--- src/rtl/ramr_pkg.sv ---
// shared constants and types for the rational add/multiply/reduce block
package ramr_pkg;

  // default operand width and fixed result widths
  localparam int OPERAND_WIDTH_DEF = 16;
  localparam int NUMER_OUT_W       = 33;
  localparam int DENOM_OUT_W       = 32;

  // operation codes
  typedef enum logic [1:0] {
    OP_ADD     = 2'd0,
    OP_ADD_RED = 2'd1,
    OP_MUL     = 2'd2,
    OP_MUL_RED = 2'd3
  } opcode_t;

  // sequencer states, one-hot
  typedef enum logic [5:0] {
    ST_IDLE     = 6'b000001,
    ST_MUL      = 6'b000010,
    ST_GCD_CHK  = 6'b000100,
    ST_GCD_WAIT = 6'b001000,
    ST_RED_DEN  = 6'b010000,
    ST_RED_NUM  = 6'b100000
  } state_t;

endpackage

--- src/rtl/ramr_mul.sv ---
// shared signed multiplier with registered product
module ramr_mul #(
  parameter int WIDTH = 16
) (
  input  logic                      clk,
  input  logic signed [WIDTH-1:0]   a,
  input  logic signed [WIDTH-1:0]   b,
  output logic signed [2*WIDTH-1:0] p
);

  // one product per cycle, product registered
  always_ff @(posedge clk) begin
    p <= a * b;
  end

endmodule

--- src/rtl/ramr_div.sv ---
// shared iterative signed divider, truncating quotient and remainder
module ramr_div #(
  parameter int WIDTH = 33
) (
  input  logic                    clk,
  input  logic                    rst,
  input  logic                    start,
  input  logic signed [WIDTH-1:0] dividend,
  input  logic signed [WIDTH-1:0] divisor,
  output logic signed [WIDTH-1:0] quot,
  output logic signed [WIDTH-1:0] rem,
  output logic                    done
);

  localparam int CW = $clog2(WIDTH);

  logic          active;
  logic [CW-1:0] cnt;
  logic [WIDTH-1:0] qmag;
  logic [WIDTH-1:0] rmag;
  logic [WIDTH-1:0] dmag;
  logic          q_neg;
  logic          r_neg;

  logic [WIDTH:0]   rsh;
  logic             fits;
  logic [WIDTH:0]   rsub;

  // one restoring step: shift in the next dividend bit, try the subtract
  always_comb begin
    rsh  = {rmag, qmag[WIDTH-1]};
    fits = (rsh >= {1'b0, dmag});
    rsub = rsh - {1'b0, dmag};
  end

  // load magnitudes on start, then one quotient bit per cycle
  always_ff @(posedge clk) begin
    if (rst) begin
      active <= 1'b0;
      done   <= 1'b0;
    end else begin
      done <= 1'b0;
      if (start) begin
        active <= 1'b1;
        cnt    <= '0;
        qmag   <= dividend[WIDTH-1] ? WIDTH'(-dividend) : WIDTH'(dividend);
        dmag   <= divisor[WIDTH-1] ? WIDTH'(-divisor) : WIDTH'(divisor);
        rmag   <= '0;
        q_neg  <= dividend[WIDTH-1] ^ divisor[WIDTH-1];
        r_neg  <= dividend[WIDTH-1];
      end else if (active) begin
        rmag <= fits ? rsub[WIDTH-1:0] : rsh[WIDTH-1:0];
        qmag <= {qmag[WIDTH-2:0], fits};
        cnt  <= cnt + CW'(1);
        if (cnt == CW'(WIDTH - 1)) begin
          active <= 1'b0;
          done   <= 1'b1;
        end
      end
    end
  end

  // signs follow truncating division
  assign quot = q_neg ? -$signed(qmag) : $signed(qmag);
  assign rem  = r_neg ? -$signed(rmag) : $signed(rmag);

endmodule

--- src/rtl/rational_add_mul_reduce.sv ---
// Rational add/multiply with optional gcd reduction, one shared multiplier and divider.
// Unreduced ops: done is registered from the last of the 4 products taken in ST_MUL.
// Reduced ops: with EW = 2*OPERAND_WIDTH + 1 bits (64 at most), each Euclid step is one EW-bit
// division, then den and num are divided by the gcd in turn; a zero gcd finishes at the check.
// busy holds from the accepted start until the cycle done shows; the next start may come then.
// Synchronous reset returns the sequencer to idle and clears done.
module rational_add_mul_reduce import ramr_pkg::*; #(
  parameter int OPERAND_WIDTH = OPERAND_WIDTH_DEF
) (
  input  logic                            clk,
  input  logic                            rst,
  input  logic                            start,
  output logic                            busy,
  input  logic [1:0]                      opcode,
  input  logic signed [OPERAND_WIDTH-1:0] numer_a,
  input  logic signed [OPERAND_WIDTH-1:0] denom_a,
  input  logic signed [OPERAND_WIDTH-1:0] numer_b,
  input  logic signed [OPERAND_WIDTH-1:0] denom_b,
  output logic                            done,
  output logic signed [NUMER_OUT_W-1:0]   numer_out,
  output logic signed [DENOM_OUT_W-1:0]   denom_out,
  output logic                            zero_gcd
);

  localparam int W   = OPERAND_WIDTH;
  localparam int PW  = 2 * W;
  localparam int EW  = (2 * W + 1 > 64) ? 64 : 2 * W + 1;
  localparam int XNW = (EW > NUMER_OUT_W) ? EW : NUMER_OUT_W;
  localparam int XDW = (EW > DENOM_OUT_W) ? EW : DENOM_OUT_W;

  state_t  state;
  logic [2:0] step;
  opcode_t op;
  logic signed [W-1:0] na, da, nb, db;
  logic signed [EW-1:0] num, den, x, y;

  logic is_add, is_red;
  logic signed [W-1:0]  mul_a, mul_b;
  logic signed [PW-1:0] mul_p;
  logic signed [EW-1:0] pe, num_cur;

  logic                 div_start, div_done;
  logic signed [EW-1:0] div_a, div_b, div_quot, div_rem;

  logic                 fin_go, fin_zero;
  logic signed [EW-1:0] fin_num, fin_den;
  logic signed [XNW-1:0] num_x;
  logic signed [XDW-1:0] den_x;

  assign is_add = (op == OP_ADD) || (op == OP_ADD_RED);
  assign is_red = (op == OP_ADD_RED) || (op == OP_MUL_RED);
  assign busy   = (state != ST_IDLE);

  // operand select for the shared multiplier
  always_comb begin
    case (step)
      3'd0:    begin mul_a = na; mul_b = db; end
      3'd1:    begin mul_a = da; mul_b = nb; end
      3'd2:    begin mul_a = da; mul_b = db; end
      default: begin mul_a = na; mul_b = nb; end
    endcase
  end

  ramr_mul #(.WIDTH(W)) u_mul (
    .clk (clk),
    .a   (mul_a),
    .b   (mul_b),
    .p   (mul_p)
  );

  assign pe      = EW'(mul_p);
  assign num_cur = is_add ? num : pe;

  // divider requests: euclid remainder, then both parts by the gcd
  always_comb begin
    div_start = 1'b0;
    div_a     = x;
    div_b     = y;
    unique case (state)
      ST_GCD_CHK: begin
        if (y != '0) begin
          div_start = 1'b1;
        end else if (x != '0) begin
          div_start = 1'b1;
          div_a     = den;
          div_b     = x;
        end
      end
      ST_RED_DEN: begin
        div_start = div_done;
        div_a     = num;
        div_b     = x;
      end
      ST_IDLE, ST_MUL, ST_GCD_WAIT, ST_RED_NUM: begin
        div_start = 1'b0;
      end
      default: begin
        div_start = 1'b0;
      end
    endcase
  end

  ramr_div #(.WIDTH(EW)) u_div (
    .clk      (clk),
    .rst      (rst),
    .start    (div_start),
    .dividend (div_a),
    .divisor  (div_b),
    .quot     (div_quot),
    .rem      (div_rem),
    .done     (div_done)
  );

  // result word selection
  always_comb begin
    fin_go   = 1'b0;
    fin_zero = 1'b0;
    fin_num  = num;
    fin_den  = den;
    unique case (state)
      ST_MUL: begin
        if (step == 3'd4 && !is_red) begin
          fin_go  = 1'b1;
          fin_num = num_cur;
        end
      end
      ST_GCD_CHK: begin
        if (y == '0 && x == '0) begin
          fin_go   = 1'b1;
          fin_zero = 1'b1;
          fin_num  = '0;
          fin_den  = '0;
        end
      end
      ST_RED_NUM: begin
        if (div_done) begin
          fin_go  = 1'b1;
          fin_num = div_quot;
        end
      end
      ST_IDLE, ST_GCD_WAIT, ST_RED_DEN: begin
        fin_go = 1'b0;
      end
      default: begin
        fin_go = 1'b0;
      end
    endcase
  end

  assign num_x = XNW'(fin_num);
  assign den_x = XDW'(fin_den);

  // sequencer
  always_ff @(posedge clk) begin
    if (rst) begin
      state <= ST_IDLE;
      step  <= '0;
      done  <= 1'b0;
    end else begin
      done <= fin_go;
      unique case (state)
        ST_IDLE: begin
          if (start) begin
            op    <= opcode_t'(opcode);
            na    <= numer_a;
            da    <= denom_a;
            nb    <= numer_b;
            db    <= denom_b;
            step  <= '0;
            state <= ST_MUL;
          end
        end
        ST_MUL: begin
          step <= step + 3'd1;
          case (step)
            3'd1:    num <= pe;
            3'd2:    if (is_add) num <= num + pe;
            3'd3:    den <= pe;
            3'd4:    if (!is_add) num <= pe;
            default: ;
          endcase
          if (step == 3'd4) begin
            x     <= den;
            y     <= num_cur;
            state <= is_red ? ST_GCD_CHK : ST_IDLE;
          end
        end
        ST_GCD_CHK: begin
          if (y != '0) begin
            state <= ST_GCD_WAIT;
          end else if (x == '0) begin
            state <= ST_IDLE;
          end else begin
            state <= ST_RED_DEN;
          end
        end
        ST_GCD_WAIT: begin
          if (div_done) begin
            x     <= y;
            y     <= div_rem;
            state <= ST_GCD_CHK;
          end
        end
        ST_RED_DEN: begin
          if (div_done) begin
            den   <= div_quot;
            state <= ST_RED_NUM;
          end
        end
        ST_RED_NUM: begin
          if (div_done) begin
            state <= ST_IDLE;
          end
        end
        default: begin
          state <= ST_IDLE;
        end
      endcase
    end
  end

  // result word registers
  always_ff @(posedge clk) begin
    if (fin_go) begin
      numer_out <= num_x[NUMER_OUT_W-1:0];
      denom_out <= den_x[DENOM_OUT_W-1:0];
      zero_gcd  <= fin_zero;
    end
  end

endmodule
--- config.mk ---
export PLATFORM = sky130hd
export DESIGN_NAME = rational_add_mul_reduce
export DESIGN_NICKNAME = d
export VERILOG_FILES = /design/src/rtl/ramr_pkg.sv /design/src/rtl/ramr_mul.sv /design/src/rtl/ramr_div.sv /design/src/rtl/rational_add_mul_reduce.sv
export SDC_FILE = /design/constraint.sdc
export NUM_CORES = 2
export LEC_CHECK = 0
export BUFFER_PORTS_ARGS = -buffer_cell sky130_fd_sc_hd__buf_2
export CAP_MARGIN = 20
export CORE_ASPECT_RATIO = 1.4
export CORE_MARGIN = 2
export CORE_UTILIZATION = 27
export CTS_CLUSTER_SIZE = 25
export DETAILED_ROUTE_END_ITERATION = 10
export GPL_TIMING_DRIVEN = 0
export SLEW_MARGIN = 15
export SYNTH_ARGS = -nofsm -noshare
export SYNTH_HDL_FRONTEND = slang
export SYNTH_SLANG_ARGS = --single-unit
--- constraint.sdc ---
create_clock -name clk -period 7.9 [get_ports clk]
set_input_delay 1.58 -clock clk [delete_from_list [all_inputs] [get_ports clk]]
set_output_delay 1.58 -clock clk [all_outputs]
set_load 0.05 [all_outputs]
Word level (Yosys, flattened, before mapping)
Cells that the tools add are included.

Add/sub/neg operators: 8. Multiply operators: 1. Divide/modulo/power cells: 0. Magnitude comparators: 1. Equal/unequal tests: 21. Shifts and indexed selects: 0. Mux-type cells: 57. Bitwise gates (word level): 3. Reductions and logical operators: 27.

Operators with widths (count): $mux W33 (22); $pmux W33 S2 (5); $pmux W33 S3 (2); $neg A33 Y33 (4); $mux W32 (3); $logic_not A33 Y1 (2); $reduce_bool A33 Y1 (2); $mux W6 (6); $pmux W6 S6 (1); $ge A34 B33 Y1 (1); $add A33 B32 Y33 (1); $sub A33 B33 Y33 (1); $mul A16 B16 Y32 (1); $mux W16 (2); $eq A6 B6 Y1 const B (2); $reduce_and A4 Y1 (3); $mux W5 (2); $mux W1 (9); $ne A2 B1 Y1 const B (4); $reduce_bool A2 Y1 (4); $add A6 B1 Y6 const B (1); $eq A3 B2 Y1 const B (2); $eq A6 B1 Y1 const B (1); $eq A6 B2 Y1 const B (1); other kinds (27) (36).

Register bits after elaboration: 415. Bits in latches: 0. RAM bits: 0. ROM bits: 0. Bits of input ports: 69. Output and inout bits: 68. Logic and storage cells: 143. Memories: 0.

Longest topological paths before layout
Word-level depth: 7. Mapped depth: 30. Mapped depth without buffers: 29.

Hierarchy
From an unflattened synthesis, not the netlist that was laid out.

Cell total of the unflattened synthesis: 3443. Area total of the unflattened synthesis: 34284.1 µm².

Modules (own cells, without submodules): rational_add_mul_reduce (times used 1, cells each 1268, area an instance 14626.5 µm², sequential area each 8127.8 µm²); ramr_mul (times used 1, cells each 1166, area an instance 10726.5 µm², sequential area each 640.6 µm²); ramr_div (times used 1, cells each 1009, area an instance 8931.1 µm², sequential area each 3253.1 µm²).

Least setup slack after synthesis
No wires, ideal clock.

Path kind: register -> register. Start point: register step[0]. End point: register u_mul.p[30]. Library setup time: 0.072 ns. Data arrival time: 7.381 ns. Required time: 7.828 ns. Path slack: 0.447 ns. Cell stages (with the launch flop): 29. Buffers on the path: 2. Period minus slack after synthesis: 7.453 ns. Cell sequence: dfxtp_1 inv_1 ha_1 o21ai_1 clkbuf_1 clkbuf_1 mux2i_1 nor2_1 fa_1 inv_1 fa_1 fa_1 inv_1 fa_1 fa_1 inv_1 fa_1 inv_1 ha_1 a21oi_1 o21bai_1 a21o_1 a21oi_1 a31oi_1 a41o_1 o21ai_0 o21ai_0 a21oi_1 xnor2_1.

Cells in the longest elaborated chain, start to end: 4. Elaborated cells between the ends (all ways): 8. Those cells by class: mul: 1; eq/ne: 2; mux: 2; reduce/logical: 3.

Ends and longest elaborated chain: start: declaration (RTL line rational_add_mul_reduce.sv:32) `logic [2:0] step;`; start signal: assignment (RTL line rational_add_mul_reduce.sv:174) `step <= step + 3'd1;`; $eq A3 B2 Y1 (tied with other cells) (RTL line rational_add_mul_reduce.sv:56) `case (step)`; $reduce_or A2 Y1 (no line); $mux W16 (RTL line rational_add_mul_reduce.sv:56); $mul A16 B16 Y32 (*) (RTL line ramr_mul.sv:13) `p <= a * b;`; end signal: assignment (RTL line ramr_mul.sv:13); end: declaration (RTL line ramr_mul.sv:8) `output logic signed [2*WIDTH-1:0] p`.

Mark *: on every way between the ends. The rest lies on a longest branch, timed or not. A chain may end at the register's enable or synchronous reset.

Worst setup path in the final report
Ends and elaborated chain as after synthesis.

==> metrics <==
status completed; post-layout total power ~15 mW; first-pass iteration count of the detailed router 6; Seq/Total Area, Yosys 35.99%; Async SR Flop Fraction 0%; Initial Util between 20% and 30%; Leak approximately 16 nW; Worst Setup End Kind register; pin count of the biggest net entering global routing 52; area of the multi-input gates 19,880 sq um; Area Overhead vs Synth 15.59%; clk buf depth 3; Slew @ Worst Pin 1.167 ns; Syn Std Cell Area between 30,000 and 40,000 sq um; CTS Buf Count 51; kind of critical path reg2reg; Max stage delay on crit path 0.61 ns; DPL Wire Length just under 90 mm; Post-CTS Hold Buffers 0; Synth Instances 3,377; syn avg cell area 9.892 sq um; WP data arrival about 8.1 ns; gr usage total 17.07%; maximum clock rate 132.3 MHz; Root Driver clkbuf_16; vias 26,180; Post-synth EDFFs 371; crit path max fanout 10; Final Max Slew Viols 0; H-tree Lvls 2; P per Cell Area 399.5 nW/um^2; min Tclk post-route between 7 and 8 ns; DRC 0; VDD IR max 0.0007268 V; critical path startpoint category register; core area between 100,000 and 150,000 sq um; vias in the first global route 27,320; Critical-path top delay cell fa_1; DR iter-0 viols 2,022; final setup skew 0.03672 ns; I/O pins 137; row count 152; unrepaired setup endpoints after global routing no; Routed WL per cell about 21 um; FF+latch area 12,020 sq um; DRT Wirelength 109.0 mm; CTS tree done; latest clock arrival within the worst-skew pair 0.65 ns; number of buffers added on ports 135; main flop type after synthesis edfxtp_1; Yosys Warn Count 0; placer congestion estimate 0.9850; Reg clk slew, reported paths 0.06 ns; Worst Path Required 8.44 ns; global route overflow 0; CTS sink cnt 415; Fill cells approximately 13,000; chip width 301.3 um; Die Y 420.2 um; slew margin rel. 21.21%; fin nets around 4,000; # setup viols final 0; Non-Filler Instances 5,247; via density per instance 4.990; initial antenna violation count 3; first-pass GRT wire length 162.5 mm; share of cells above drive strength 1 ~10%; Tightest Hold Check Type reg2reg; Yosys reg bits 415; antenna-violating nets left 0; Hold Vio Cnt, Final 0; leading cell types in the layout, fill and taps excluded nand2_1 (444), edfxtp_1 (371), inv_1 (370); Netlist cell types 85; placed cells 5,141; # Max-Cap Violations 0; syn_nets 3,868; leading cell type in the layout, fill and taps excluded nand2_1; Die ar. approximately 130,000 sq um; Final Cycle Share between 90 and 100%; CP dominant cell by count fa_1
-- where the power goes --
group	switching, mW	internal [mW]	leakage [nW]	total [mW]
combinational	5.59	4.54	11.5	10.1
clock	1.03	1.36	0.805	2.39
sequential	0.170	2.74	3.72	2.91
-- repair_timing --
item                       in CTS  in global routing
setup endpoints to repair      20                  6
setup buffers                   9                  5
resized for setup              62                 15
pin swaps                       1                  3
-- cells in the mapped netlist, types with 17 or more instances --
cell type / count / area (sq um)
mux2i_1: 128 / 1281
mux2_2: 25 / 281.5
a22oi_1: 36 / 270.3
o31ai_1: 24 / 180.2
o21ai_0: 178 / 890.9
or4_1: 17 / 127.6
o211ai_1: 19 / 142.6
a21oi_1: 162 / 810.8
a31oi_1: 19 / 118.9
xor2_1: 98 / 858.3
nand3_1: 29 / 145.1
a21o_1: 35 / 262.8
a22o_1: 32 / 280.3
nor3_1: 27 / 135.1
or3_1: 28 / 175.2
ha_1: 158 / 1977
dfxtp_1: 44 / 880.8
nand2_1: 444 / 1667
xnor2_1: 110 / 963.4
nor2_1: 304 / 1141
nand2b_1: 19 / 118.9
inv_1: 371 / 1393
clkbuf_1: 91 / 341.6
nand4_1: 18 / 112.6
nor4_1: 17 / 106.4
edfxtp_1: 371 / 11140
nor2b_1: 45 / 281.5
fa_1: 264 / 5285
o21ai_1: 31 / 155.2
-- kinds of logic after synthesis --
group / share of synthesized area, %
AND/OR/NAND/NOR: 13.90
AO/OA/AOI/OAI: 12.59
buffers and inverters: 5.645
adder cells (fa/ha/maj): 21.74
flip-flops: 35.99
XOR/XNOR: 5.454
multiplexers: 4.678
-- flip-flops by register name (all words and copies together), names as in the netlist, 16 cells and up --
register	cells
nb	16
num	33
y	33
u_div.qmag	33
x	33
db	16
u_div.dmag	33
na	16
u_mul.p	32
den	33
da	16
u_div.rmag	33
denom_out	32
numer_out	33
-- routing by layer --
layer / track usage (%) / vias to the layer above / wire, um
met3: 1.893 / 309 / 5371
met1: 18.65 / 12860 / 40270
met5: 0 / - / 0
met4: 10.25 / 0 / 7166
li1: - / 12090 / -
met2: 31.47 / 925 / 56180
-- through the flow --
step	utilization, %	setup slack [ns]	hold slack (ns)	area [sq um]	TNS (ns)
after floorplan	-	0.4470	0.4807	33400	0
after global placement	29.43	-1.475	0.4980	36100	-108.33
after detailed placement	29.72	-1.655	0.5029	36450	-16.58
after CTS	31.37	0.06361	0.5113	38490	0
after global routing	31.47	0.01389	0.5349	38610	0
final	31.48	0.3403	0.5162	38610	0
-- layout make-up --
cell class / instances / area share, %
Clock inverter: 36 / 0.9916
Tap cell: 1617 / 5.240
Timing Repair Buffer: 162 / 2.793
Buffer: 119 / 1.374
Multi-Input combinational cell: 2470 / 51.49
Inverter: 372 / 3.623
Sequential cell: 415 / 31.14
Clock buffer: 55 / 3.344
Antenna cell: 1 / 0.006481
-- worst paths after layout --
path | from | end | slack, ns | cells after the start
min reg2reg | step[1]$_SDFFE_PP0P_ | step[1]$_SDFFE_PP0P_ | 0.52 | 2
min | step[1]$_SDFFE_PP0P_ | step[1]$_SDFFE_PP0P_ | 0.52 | 2
max | step[0]$_SDFFE_PP0P_ | u_mul.p[30]$_DFF_P_ | 0.34 | 27
max reg2reg | step[0]$_SDFFE_PP0P_ | u_mul.p[30]$_DFF_P_ | 0.34 | 27
-- critical path: cells and delay by family (launching register included) --
kind / cells / cell delay, ns
fa+ha+maj: 8 / 3.64
compound gates: 10 / 1.98
buf+inv: 6 / 0.76
flops: 1 / 0.40
mux: 1 / 0.38
simple gates: 1 / 0.14
xor+xnor: 1 / 0.14
Note: power is estimated with default switching activity, not from simulation.
